$ cat src/assert_macros.svh
// assertion macros used by the weighted sampling unit
`ifndef ASSERT_MACROS_SVH
`define ASSERT_MACROS_SVH
`ifndef SYNTHESIS
`define WSW_ASSERT(label, clk, rst, prop, msg) \
label: assert property (@(posedge clk) disable iff (rst) prop) else $error(msg);
`define WSW_ASSERT_NR(label, clk, prop, msg) \
label: assert property (@(posedge clk) prop) else $error(msg);
`else
`define WSW_ASSERT(label, clk, rst, prop, msg)
`define WSW_ASSERT_NR(label, clk, prop, msg)
`endif
`endif

$ cat src/wsw_pkg.sv
// shared constants and types for the weighted sampling unit
package wsw_pkg;
   localparam int unsigned TABLE_DEPTH_DEF = 64;
   localparam int unsigned WEIGHT_W = 15;
   localparam int unsigned TOTAL_W = 21;
   localparam int unsigned CNT_W = 7;

   localparam logic [1:0] FUNC_CLEAR = 2'd0;
   localparam logic [1:0] FUNC_LOAD = 2'd1;
   localparam logic [1:0] FUNC_DRAW = 2'd2;
   localparam logic [1:0] FUNC_UNUSED = 2'd3;

   localparam logic [1:0] ST_OK = 2'd0;
   localparam logic [1:0] ST_PICKED = 2'd1;
   localparam logic [1:0] ST_FULL = 2'd2;
   localparam logic [1:0] ST_NONE = 2'd3;

   localparam logic [WEIGHT_W-1:0] W_NO_ATTEMPT = 15'd5000;
   localparam logic [WEIGHT_W-1:0] W_NO_FAILURE = 15'd10000;
   localparam logic [31:0] FAIL_SCALE = 32'd1000;
   localparam logic [13:0] RATIO_SCALE = 14'd10000;

   // divider start request
   typedef struct packed {
      logic        start;
      logic [63:0] dividend;
      logic [31:0] divisor;
   } div_req_type;

   // divider result
   typedef struct packed {
      logic        done;
      logic [63:0] quotient;
   } div_rsp_type;
endpackage

$ cat src/weighted_sample_without_replacement_unit.sv
// Weighted sampling without replacement over a table of candidate weights.
// Per item: clear empties the table; load runs two 64-step divisions on the
// shared divider, skipped when attempts or failures are zero; draw scales and
// folds the random value if more are loaded than max_picks, then reads and tests
// one entry at a time over up to N loaded entries. One item at a time, no overlap.
// Reset (synchronous) clears state, counters, used marks, total and max_picks only.
`include "assert_macros.svh"
module weighted_sample_without_replacement_unit #(
   parameter int unsigned TABLE_DEPTH = wsw_pkg::TABLE_DEPTH_DEF
) (
   input  logic        clock,
   input  logic        reset,
   input  logic        req_valid,
   output logic        req_stall,
   input  logic [1:0]  req_func,
   input  logic [31:0] req_attempt_count,
   input  logic [31:0] req_success_count,
   input  logic [31:0] req_failure_count,
   input  logic        req_source_static,
   input  logic [31:0] req_random_value,
   output logic        rsp_valid,
   input  logic        rsp_stall,
   output logic [1:0]  rsp_status,
   output logic [5:0]  rsp_pick_index,
   output logic [14:0] rsp_pick_weight,
   input  logic        csr_psel,
   input  logic        csr_penable,
   input  logic        csr_pwrite,
   input  logic [1:0]  csr_paddr,
   input  logic [31:0] csr_pwdata,
   output logic [31:0] csr_prdata,
   output logic        csr_pready
);
   localparam int unsigned IDX_W = $clog2(TABLE_DEPTH);
   localparam int unsigned LC_W = $clog2(TABLE_DEPTH + 1);

   typedef enum logic [3:0] {
      S_IDLE, S_DIV1, S_DIV2, S_WEIGH, S_DIVR, S_SCAN, S_SREAD, S_SDONE, S_OUT
   } state_type;

   state_type state_ff;
   logic [6:0]  max_picks_ff;
   logic [LC_W-1:0] loaded_ff;
   logic [20:0] total_ff;
   logic [6:0]  picks_ff;
   logic [TABLE_DEPTH-1:0] used_ff;
   logic [14:0] mem [TABLE_DEPTH];
   logic [14:0] rd_ff;
   logic [IDX_W-1:0] scan_ff;
   logic [IDX_W-1:0] chosen_ff;
   logic [14:0] chosen_w_ff;
   logic        found_ff;
   logic [21:0] cum_ff;
   logic [52:0] target_ff;
   logic        seq_mode_ff;
   logic [31:0] att_ff, fail_ff;
   logic        stat_ff;
   logic [63:0] ratio_ff;
   logic [1:0]  st_ff;
   logic [5:0]  idx_ff;
   logic [14:0] w_ff;
   logic        csr_wr;

   wsw_pkg::div_req_type div_req;
   wsw_pkg::div_rsp_type div_rsp;

   wsw_divider u_div (.clock(clock), .reset(reset), .div_req(div_req), .div_rsp(div_rsp));

   assign csr_pready = 1'b1;
   assign csr_wr     = csr_psel && csr_penable && csr_pwrite && (csr_paddr == 2'd0);
   assign csr_prdata = (csr_paddr == 2'd0) ? {25'd0, max_picks_ff} : 32'd0;
   assign req_stall  = (state_ff != S_IDLE);
   assign rsp_valid  = (state_ff == S_OUT);
   assign rsp_status = st_ff;
   assign rsp_pick_index  = idx_ff;
   assign rsp_pick_weight = w_ff;

   // weight from the ratio quotient and the failure quotient
   logic [13:0] ratio_sat;
   logic [13:0] alt_w;
   logic [13:0] base_w;
   logic [14:0] final_w;
   always_comb begin
      ratio_sat = (ratio_ff > 64'd10000) ? wsw_pkg::RATIO_SCALE : ratio_ff[13:0];
      alt_w     = (div_rsp.quotient > 64'd10000) ? wsw_pkg::RATIO_SCALE
                                                 : div_rsp.quotient[13:0];
      base_w    = (alt_w > ratio_sat) ? alt_w : ratio_sat;
      if (base_w == 14'd0) base_w = 14'd1;
      final_w   = stat_ff ? {base_w, 1'b0} : {1'b0, base_w};
   end

   // weight of the load in flight, fixed weights skip the divider
   logic [14:0] load_w;
   assign load_w = (att_ff == 32'd0 || fail_ff == 32'd0)
      ? (stat_ff ? {ratio_ff[13:0], 1'b0} : ratio_ff[14:0]) : final_w;

   // divider requests
   always_comb begin
      div_req = '0;
      if (state_ff == S_IDLE && req_valid && req_func == wsw_pkg::FUNC_LOAD
          && req_attempt_count != 32'd0 && req_failure_count != 32'd0) begin
         div_req.start    = 1'b1;
         div_req.dividend = req_success_count * 64'd10000;
         div_req.divisor  = req_attempt_count;
      end else if (state_ff == S_DIV1 && div_rsp.done) begin
         div_req.start    = 1'b1;
         div_req.dividend = {32'd0, wsw_pkg::FAIL_SCALE};
         div_req.divisor  = fail_ff;
      end
   end

   // product over 2^32-1: high part plus one when high and low parts reach 2^32-1
   logic [32:0] fold_sum;
   logic        fold_carry;
   assign fold_sum   = {1'b0, target_ff[31:0]} + {12'd0, target_ff[52:32]};
   assign fold_carry = (fold_sum >= 33'h0_FFFF_FFFF);

   logic [IDX_W-1:0] last_idx;
   assign last_idx = IDX_W'(loaded_ff - LC_W'(1));
   logic [21:0] cum_next;
   assign cum_next = cum_ff + {7'd0, rd_ff};

   always_ff @(posedge clock) begin
      if (state_ff == S_WEIGH && 32'(loaded_ff) < TABLE_DEPTH)
         mem[loaded_ff[IDX_W-1:0]] <= load_w;
      rd_ff <= mem[scan_ff];
   end

   // sequencer
   always_ff @(posedge clock) begin
      if (reset) begin
         state_ff     <= S_IDLE;
         max_picks_ff <= '0;
         loaded_ff    <= '0;
         total_ff     <= '0;
         picks_ff     <= '0;
         used_ff      <= '0;
      end else begin
         if (csr_wr) max_picks_ff <= csr_pwdata[6:0];
         case (state_ff)
            S_IDLE: begin
               att_ff  <= req_attempt_count;
               fail_ff <= req_failure_count;
               stat_ff <= req_source_static;
               if (req_valid) begin
                  st_ff  <= wsw_pkg::ST_OK;
                  idx_ff <= '0;
                  w_ff   <= '0;
                  state_ff <= S_OUT;
                  case (req_func)
                     wsw_pkg::FUNC_CLEAR: begin
                        used_ff   <= '0;
                        loaded_ff <= '0;
                        total_ff  <= '0;
                        picks_ff  <= '0;
                     end
                     wsw_pkg::FUNC_LOAD: begin
                        if (req_attempt_count == 32'd0 || req_failure_count == 32'd0) begin
                           ratio_ff <= (req_attempt_count == 32'd0) ? 64'd5000 : 64'd10000;
                           state_ff <= S_WEIGH;
                        end else begin
                           state_ff <= S_DIV1;
                        end
                     end
                     wsw_pkg::FUNC_DRAW: begin
                        found_ff <= 1'b0;
                        cum_ff   <= '0;
                        scan_ff  <= '0;
                        if (picks_ff >= max_picks_ff || loaded_ff == '0) begin
                           st_ff <= wsw_pkg::ST_NONE;
                        end else if (32'(loaded_ff) <= 32'(max_picks_ff)) begin
                           seq_mode_ff <= 1'b1;
                           target_ff   <= '0;
                           state_ff    <= S_SREAD;
                        end else begin
                           seq_mode_ff <= 1'b0;
                           target_ff   <= {21'd0, req_random_value} * {32'd0, total_ff};
                           state_ff    <= S_DIVR;
                        end
                     end
                     default: ;
                  endcase
               end
            end
            S_DIV1: if (div_rsp.done) begin
               ratio_ff <= div_rsp.quotient;
               state_ff <= S_DIV2;
            end
            S_DIV2: if (div_rsp.done) state_ff <= S_WEIGH;
            S_WEIGH: begin
               w_ff <= load_w;
               if (32'(loaded_ff) >= TABLE_DEPTH) begin
                  st_ff <= wsw_pkg::ST_FULL;
               end else begin
                  idx_ff    <= 6'(loaded_ff);
                  used_ff[loaded_ff[IDX_W-1:0]] <= 1'b0;
                  total_ff  <= total_ff + {6'd0, load_w};
                  loaded_ff <= loaded_ff + LC_W'(1);
               end
               state_ff <= S_OUT;
            end
            // scale the random value to the total
            S_DIVR: begin
               target_ff <= {32'd0, target_ff[52:32]} + {52'd0, fold_carry};
               state_ff  <= S_SREAD;
            end
            S_SREAD: state_ff <= S_SCAN;
            S_SCAN: begin
               logic stop;
               stop = 1'b0;
               if (!used_ff[scan_ff]) begin
                  chosen_ff   <= scan_ff;
                  chosen_w_ff <= rd_ff;
                  found_ff    <= 1'b1;
                  cum_ff      <= cum_next;
                  if (seq_mode_ff || {31'd0, cum_next} >= target_ff) stop = 1'b1;
               end
               if (stop || scan_ff == last_idx) begin
                  state_ff <= S_SDONE;
               end else begin
                  scan_ff  <= scan_ff + IDX_W'(1);
                  state_ff <= S_SREAD;
               end
            end
            S_SDONE: begin
               if (!found_ff) begin
                  st_ff <= wsw_pkg::ST_NONE;
               end else begin
                  used_ff[chosen_ff] <= 1'b1;
                  st_ff  <= wsw_pkg::ST_PICKED;
                  idx_ff <= 6'(chosen_ff);
                  w_ff   <= chosen_w_ff;
                  total_ff <= (total_ff >= {6'd0, chosen_w_ff})
                     ? total_ff - {6'd0, chosen_w_ff} : 21'd0;
                  if (picks_ff < 7'd127) picks_ff <= picks_ff + 7'd1;
               end
               state_ff <= S_OUT;
            end
            S_OUT: if (!rsp_stall) state_ff <= S_IDLE;
            default: state_ff <= S_IDLE;
         endcase
      end
   end

   `WSW_ASSERT(a_no_accept_busy, clock, reset, (state_ff != S_IDLE) |-> req_stall, "accepted while busy")
   `WSW_ASSERT(a_loaded_bound, clock, reset, 32'(loaded_ff) <= TABLE_DEPTH, "loaded count overflow")
   `WSW_ASSERT(a_rsp_hold, clock, reset, (rsp_valid && rsp_stall) |=> rsp_valid && $stable(rsp_status), "result dropped")
endmodule

$ cat src/wsw_divider.sv
// shared restoring divider, one quotient bit per cycle
module wsw_divider (
   input  logic                 clock,
   input  logic                 reset,
   input  wsw_pkg::div_req_type div_req,
   output wsw_pkg::div_rsp_type div_rsp
);
   logic [63:0] quo_ff, quo_in;
   logic [32:0] rem_ff, rem_in;
   logic [31:0] dvs_ff, dvs_in;
   logic [6:0]  cnt_ff, cnt_in;
   logic        busy_ff, busy_in;
   logic        done_ff, done_in;
   logic [32:0] trial;

   // one shift and subtract step
   always_comb begin
      quo_in  = quo_ff;
      rem_in  = rem_ff;
      dvs_in  = dvs_ff;
      cnt_in  = cnt_ff;
      busy_in = busy_ff;
      done_in = 1'b0;
      trial   = {rem_ff[31:0], quo_ff[63]};
      if (div_req.start) begin
         quo_in  = div_req.dividend;
         rem_in  = '0;
         dvs_in  = div_req.divisor;
         cnt_in  = 7'd0;
         busy_in = 1'b1;
      end else if (busy_ff) begin
         if (trial >= {1'b0, dvs_ff}) begin
            rem_in = trial - {1'b0, dvs_ff};
            quo_in = {quo_ff[62:0], 1'b1};
         end else begin
            rem_in = trial;
            quo_in = {quo_ff[62:0], 1'b0};
         end
         cnt_in = cnt_ff + 7'd1;
         if (cnt_ff == 7'd63) begin
            busy_in = 1'b0;
            done_in = 1'b1;
         end
      end
   end

   always_ff @(posedge clock) begin
      if (reset) begin
         busy_ff <= 1'b0;
         done_ff <= 1'b0;
         cnt_ff  <= '0;
      end else begin
         busy_ff <= busy_in;
         done_ff <= done_in;
         cnt_ff  <= cnt_in;
      end
      quo_ff <= quo_in;
      rem_ff <= rem_in;
      dvs_ff <= dvs_in;
   end

   assign div_rsp.done     = done_ff;
   assign div_rsp.quotient = quo_ff;
endmodule
$ cat config.mk
export PLATFORM = sky130hd
export DESIGN_NAME = weighted_sample_without_replacement_unit
export DESIGN_NICKNAME = d
export VERILOG_FILES = /design/src/wsw_pkg.sv /design/src/weighted_sample_without_replacement_unit.sv /design/src/wsw_divider.sv
export VERILOG_INCLUDE_DIRS = /design/src /design/src/src
export SDC_FILE = /design/constraint.sdc
export NUM_CORES = 2
export LEC_CHECK = 0
export BUFFER_PORTS_ARGS = -buffer_cell sky130_fd_sc_hd__buf_2
export CAP_MARGIN = 40
export CORE_ASPECT_RATIO = 0.5
export CORE_UTILIZATION = 25
export CTS_BUF_LIST = sky130_fd_sc_hd__clkbuf_8
export DETAILED_ROUTE_END_ITERATION = 10
export GPL_ROUTABILITY_DRIVEN = 0
export SLEW_MARGIN = 10
export SYNTH_ARGS = -nofsm -noshare
export SYNTH_HDL_FRONTEND = slang
export SYNTH_SLANG_ARGS = --single-unit
export TNS_END_PERCENT = 10
$ cat constraint.sdc
create_clock -name clock -period 8.7 [get_ports clock]
set_input_delay 1.74 -clock clock [delete_from_list [all_inputs] [get_ports clock]]
set_output_delay 1.74 -clock clock [all_outputs]
set_load 0.02 [all_outputs]
* Yosys cells after proc, flatten, opt, wreduce, memory -nomap -nowiden
Memory sizes are Yosys's and may differ from the RTL's. A register that Yosys moved wholly into a read port is not among the register bits. Index checks and enable logic that the tools add are counted.
Storage, ports and cells: memories 1, word-level logic and storage cells 238, memory bits (writable) 960, flip-flop bits (word level) 503, input bits 172, output and inout bits 58
Memory list:
- mem | words 64, bits a word 15, rd ports 1, clocked after memory_dff 1, write ports 1, line weighted_sample_without_replacement_unit.sv:47 | logic [14:0] mem [TABLE_DEPTH];
Cells by class: mux-type cells 95, $add $sub $neg 11, magnitude comparators 17, reductions and logical operators 52, bitwise gates (word level) 7, multipliers 2, equal/unequal tests 27
Operators with widths (count):
- 64-bit two-way mux | 10
- 53-bit two-way mux | 4
- 97-bit two-way mux | 2
- 64-bit case mux with 3 select lines | 1
- 64-bit by 14-bit greater-than comparator with 1-bit output (second input constant) | 2
- 32-bit logical NOT | 4
- 64-bit case mux with 2 select lines | 1
- 53-bit case mux with 2 select lines | 1
- 21-bit two-way mux | 5
- 15-bit two-way mux | 5
- 14-bit two-way mux | 5
- 22-bit two-way mux | 3
- 64-bit AND | 1
- 64-bit inverter | 1
- 64-bit OR | 1
- 32-bit nonzero test | 2
- 21-bit case mux with 3 select lines | 1
- 22-bit by 53-bit >= comparator with 1-bit output | 1
- 32-bit by 21-bit multiplier with 53-bit output | 1
- 15-bit case mux with 3 select lines | 1
- 22-bit case mux with 2 select lines | 1
- 32-bit by 10-bit multiplier with 42-bit output (second input constant) | 1
- 7-bit two-way mux | 6
- 6-bit two-way mux | 6
- other kinds (59) | 145

* Logic depth before layout (Yosys ltp)
word-level depth 11, mapped depth 30, depth with buffers taken out 30

* Cells and area by module
A second synthesis with hierarchy kept.
Unflattened totals: cells, all modules 7392, area total of the unflattened synthesis 92387.4 sq um
Modules (own cells, without submodules):
- weighted_sample_without_replacement_unit | cells an instance 6736, times used 1, seq. area each 39017.4 sq um, area an instance 85072.8 sq um
- wsw_divider | cells an instance 656, times used 1, seq. area each 3703.6 sq um, area an instance 7314.5 sq um

* Least setup slack after synthesis
Ideal clock, no wire load.
kind reg2reg, start point reg ratio_ff[11], end point reg total_ff[19], library setup time 0.122 ns, buffers on the path 1, data arrival time 8.420 ns, setup slack 0.158 ns, required time 8.578 ns, period minus slack after synthesis 8.542 ns, cell stages (with the launch flop) 28, path through edfxtp_1 -> or2_1 -> nor4_1 -> and3_1 -> o21ai_0 -> a2111oi_1 -> nand2_1 -> ha_1 -> nand3_1 -> o21bai_1 -> a21boi_0 -> o21ai_0 -> a221oi_1 -> and2_1 -> clkbuf_1 -> a22oi_1 -> mux2i_1 -> ha_1 -> a21oi_1 -> a21boi_0 -> a2111oi_0 -> nor3_1 -> o31ai_1 -> nor2_1 -> nand2_1 -> mux2i_1 -> nor3_1 -> a311o_1
Between the ends: cells in the longest elaborated chain, start to end 11, elaborated cells on any way between the ends 12, classes of those cells 1 x add/sub; 2 x order compare; 8 x mux; 1 x reduce/logical
RTL lines:
- start, declared | line weighted_sample_without_replacement_unit.sv:58 | logic [63:0] ratio_ff;
- start signal, assigned | line weighted_sample_without_replacement_unit.sv:159 | ratio_ff <= (req_attempt_count == 32'd0) ? 64'd5000 : 64'd10000;
- start signal, assigned | line weighted_sample_without_replacement_unit.sv:186 | ratio_ff <= div_rsp.quotient;
- 64-bit by 14-bit greater-than comparator with 1-bit output | line weighted_sample_without_replacement_unit.sv:84 | ratio_sat = (ratio_ff > 64'd10000) ? wsw_pkg::RATIO_SCALE : ratio_ff[13:0];
- 14-bit two-way mux * | line weighted_sample_without_replacement_unit.sv:84
- 14-bit greater-than comparator | line weighted_sample_without_replacement_unit.sv:87 | base_w = (alt_w > ratio_sat) ? alt_w : ratio_sat;
- 14-bit two-way mux * | line weighted_sample_without_replacement_unit.sv:87
- 14-bit logical NOT | line weighted_sample_without_replacement_unit.sv:88 | if (base_w == 14'd0) base_w = 14'd1;
- 14-bit two-way mux * | line weighted_sample_without_replacement_unit.sv:88
- 15-bit two-way mux * | line weighted_sample_without_replacement_unit.sv:89 | final_w = stat_ff ? {base_w, 1'b0} : {1'b0, base_w};
- 15-bit two-way mux * | line weighted_sample_without_replacement_unit.sv:95 | ? (stat_ff ? {ratio_ff[13:0], 1'b0} : ratio_ff[14:0]) : final_w;
- named net load_w[6] | line weighted_sample_without_replacement_unit.sv:93 | logic [14:0] load_w;
- 21-bit by 15-bit adder with 21-bit output * | line weighted_sample_without_replacement_unit.sv:197 | total_ff <= total_ff + {6'd0, load_w};
- 21-bit two-way mux * | line weighted_sample_without_replacement_unit.sv:192 | if (32'(loaded_ff) >= TABLE_DEPTH) begin
- 21-bit case mux with 3 select lines * | line weighted_sample_without_replacement_unit.sv:140 | case (state_ff)
- end signal, assigned | line weighted_sample_without_replacement_unit.sv:197
- end signal, assigned | line weighted_sample_without_replacement_unit.sv:233 | total_ff <= (total_ff >= {6'd0, chosen_w_ff})
- end, declared | line weighted_sample_without_replacement_unit.sv:44 | logic [20:0] total_ff;
Mark *: on every way through the listed nets, which the timed path passes. The rest lies on a longest branch. The select of a mux whose other input is x is not followed. A chain may end at the register's enable or synchronous reset.

* Worst setup path in the final report
start point in req_random_value[12], end point reg target_ff[49], data pin
Between the ends: cells in the longest elaborated chain, start to end 6
RTL lines:
- start, declared | line weighted_sample_without_replacement_unit.sv:20 | input logic [31:0] req_random_value,
- 32-bit by 21-bit multiplier with 53-bit output | line weighted_sample_without_replacement_unit.sv:177 | target_ff <= {21'd0, req_random_value} * {32'd0, total_ff};
- 53-bit two-way mux | line weighted_sample_without_replacement_unit.sv:171 | end else if (32'(loaded_ff) <= 32'(max_picks_ff)) begin
- 53-bit two-way mux | line weighted_sample_without_replacement_unit.sv:169 | if (picks_ff >= max_picks_ff || loaded_ff == '0) begin
- 53-bit two-way mux | line weighted_sample_without_replacement_unit.sv:150 | case (req_func)
- 53-bit two-way mux | line weighted_sample_without_replacement_unit.sv:145 | if (req_valid) begin
- 53-bit case mux with 2 select lines | line weighted_sample_without_replacement_unit.sv:140
- end signal, assigned | line weighted_sample_without_replacement_unit.sv:177
- end signal, assigned | line weighted_sample_without_replacement_unit.sv:204 | target_ff <= {32'd0, target_ff[52:32]} + {52'd0, fold_carry};
- end, declared | line weighted_sample_without_replacement_unit.sv:54 | logic [52:0] target_ff;
Every way passes these cells. The select of a mux whose other input is x is not followed.

==> impl_metrics.tcl <==
set metrics [dict create \
    chipHeight_um 430 \
    fillers 37000 \
    combPwrFrac_pct 37.4 \
    async_flop_share_pct 0 \
    placed_cells 12500 \
    critPathLaunch "req_random_value[12]" \
    layout.nets 9064 \
    place_hpwl_um 167000 \
    period_share_pct 92.6 \
    report.final.slew_viol_count 0 \
    powerDensity_nw_per_um2 210 \
    r2r-start "u_div.quo_ff[45]" \
    max_freq_mhz 124 \
    grt_max_degree 130 \
    critPathLaunchType "primary input" \
    initial_core_util_pct 25.3 \
    vias 59400 \
    synth_top_cell_area_share_pct 42.9 \
    h-tree-depth 4 \
    numClockSinks 1478 \
    place_area_um2 101000 \
    hold_buffers 0 \
    clkLatencyLatePin_ns 1.03 \
    cts_made_buffers 237 \
    critical_path.max_fanout 6 \
    drtPass1Iterations 8 \
    worstSetupPathType "in -> reg" \
    setup_violations 0 \
    cpMostUsedCell "fa_1" \
    drive_gt1_share_pct 15.3 \
    antenna_found_initial 15 \
    drtIter0Drc 4845 \
    grt_pass1_wl_um 363000 \
    swShare_pct 35.2 \
    grt_util_all_layers_pct 12.4 \
    synthFlopType "edfxtp_1" \
    crit_path_end_kind "flop" \
    root_buffer "clkbuf_8" \
    synth_warnings 0 \
    synth-seq-cells 1478 \
    hold_violations 0 \
    post_drt_wl_per_cell_um 18.0 \
    crit_path_top_delay_cell "a2111oi_0" \
    synth.area.top_cells "edfxtp_1, fa_1, mux4_2" \
    postCtsSetupBuffers 0 \
    final_common_cell "edfxtp_1" \
    viasPerCell 4.61 \
    syn_inst 7404 \
    ir_drop_uv 190 \
    drc_errors 0 \
    portBuffers 178 \
    final_area_um2 105000 \
    worst_pin_slew_ns 0.927 \
    syn2layout_area_growth_pct 14.7 \
    num_io_pins 230 \
    overflow 0 \
    fp.dieW_um 859 \
    dieArea_um2 370000 \
    core_area_um2 363000 \
    wl_um 232000 \
    yosys.area.top_type "edfxtp_1" \
    cts_resized 0 \
    relSlewSlack_pct 38.1 \
    final_cells 12900 \
    finClkSkew_ns 0.125 \
    clkSlewWorstSetupHoldPaths_ns 0.06 \
    hold_start "u_div.rem_ff[25]" \
    syn_area_um2 91800 \
    cp.required_ns 9.58 \
    max_stage_delay_ns 0.58 \
    yosysSeqAreaShare_pct 46.5 \
    pwr-share-clk_pct 26.0 \
    p_leak_nw 42.2 \
    fp-row-count 156 \
    outcome "finished clean" \
    power.switching_mw 7.79 \
    cp_top_family "adder cells" \
    cts_tree "built" \
    rsz0062_at_grt "false" \
    drv_cap 0 \
    critPathBufInv 7 \
    ant_nets 0 \
    cts_buffer_depth 3 \
    period_minus_slack_ns 8.05 \
    internal-power_mw 14.4 \
    synth_cell_types 97 \
    syn_avg_cell_area_um2 12.4 \
    hp-class "reg -> reg" \
    layout_common_cells "edfxtp_1, inv_1, nand2_1, fa_1, ha_1" \
    sequentialPowerShare_pct 36.7 \
    grt_pass1_vias 60600 \
    synth_edf_count 1312 \
    cp.arrival_ns 8.93 \
]
flip-flops by register name, indices dropped and copies added, names as in the netlist, 6 cells and up:
signal / cells
rd_ff: 15
rsp_pick_weight: 15
cum_ff: 22
picks_ff: 7
total_ff: 21
rsp_pick_index: 6
u_div.cnt_ff: 7
target_ff: 53
u_div.dvs_ff: 32
chosen_w_ff: 15
mem: 960
att_ff: 32
u_div.rem_ff: 32
u_div.quo_ff: 64
used_ff: 64
scan_ff: 6
chosen_ff: 6
ratio_ff: 64
loaded_ff: 7
max_picks_ff: 7
fail_ff: 32
through the flow:
step | total power, mW | hold slack, ns | worst slack, ns | TNS [ns] | util (%)
finish | 22.1 | 0.447 | 0.646 | 0 | 29.0
detailed placement | 16.5 | 0.464 | -0.466 | -2.68 | 27.7
global route | 23.7 | 0.493 | 0.0443 | 0 | 29.0
floorplan | 14.0 | 0.415 | 0.158 | 0 | -
global placement | 16.5 | 0.453 | -0.547 | -3.55 | 27.5
CTS | 22.4 | 0.444 | 0.638 | 0 | 29.0
power by group through the flow:
stage / combinational (mW) / clock [mW] / sequential [mW]
2_1_floorplan: 5.83 / 0 / 8.21
3_3_place_gp: 8.21 / 0 / 8.28
3_5_place_dp: 8.27 / 0 / 8.27
4_1_cts: 8.36 / 5.91 / 8.12
5_1_grt: 9.41 / 6.19 / 8.14
6_report: 8.28 / 5.75 / 8.12
worst register-to-register path, delay by kind of cell, from the launching register on:
family          cells  cell delay (ns)
compound gates     13             3.58
simple gates       10             2.28
mux                 2             0.80
fa+ha+maj           2             0.60
flops               1             0.40
buf+inv             2             0.33
worst paths after layout:
check	endpoint	cells after the start	slack, ns
max	target_ff[49]	27	0.65
min	u_div.rem_ff[26]	2	0.45
max reg2reg	total_ff[19]	29	0.69
min reg2reg	u_div.rem_ff[26]	2	0.45
area by class of cell:
type	count	area [µm²]	share of cell area (%)
Antenna cell	9	22.5	0.0214
Clock buffer	253	3480	3.31
Clock inverter	183	1140	1.08
Inverter	938	3520	3.34
Multi-Input combinational cell	4625	44400	42.1
Sequential cell	1478	42700	40.6
Tap cell	4898	6130	5.82
Timing Repair Buffer	514	3890	3.70
per-layer routing:
metal / track usage [%] / up-vias / routed length, µm
met3: 1.71 / 403 / 12900
li1: - / 26900 / -
met5: 0 / - / 34
met4: 4.56 / 6 / 8340
met1: 16.6 / 30400 / 99900
met2: 20.6 / 1766 / 111000
cells in the mapped netlist, drive strengths merged (6+ instances only):
cell type,number
and2,265
o21bai,31
a21boi,13
nor2b,30
a21oi,329
nand3b,7
mux2i,51
a31oi,34
mux4,336
and4,7
o211ai,10
a211oi,38
o31ai,18
a22o,38
fa,655
nor3,92
o21a,33
nand2b,46
nand2,725
o21ai,252
edfxtp,1312
nor4,83
a21o,89
nor3b,7
nand3,103
dfxtp,166
a41oi,6
a221oi,21
xnor2,102
and3,102
nor2,322
o22ai,25
xor2,89
a2111o,6
inv,938
a2111oi,16
nand4,64
buf,72
clkbuf,315
a22oi,10
or3,17
ha,443
cells by family after synthesis:
family | count (synthesis) | share of synthesized area [%]
compound gates | 1019 | 6.96
xor+xnor | 191 | 1.82
fa+ha+maj | 1098 | 20.3
buf+inv | 1325 | 5.54
flops | 1478 | 46.5
mux | 392 | 8.86
other cells | 2 | 0.00818
simple gates | 1899 | 9.95
No activity file was read; power rests on OpenSTA's default activity.
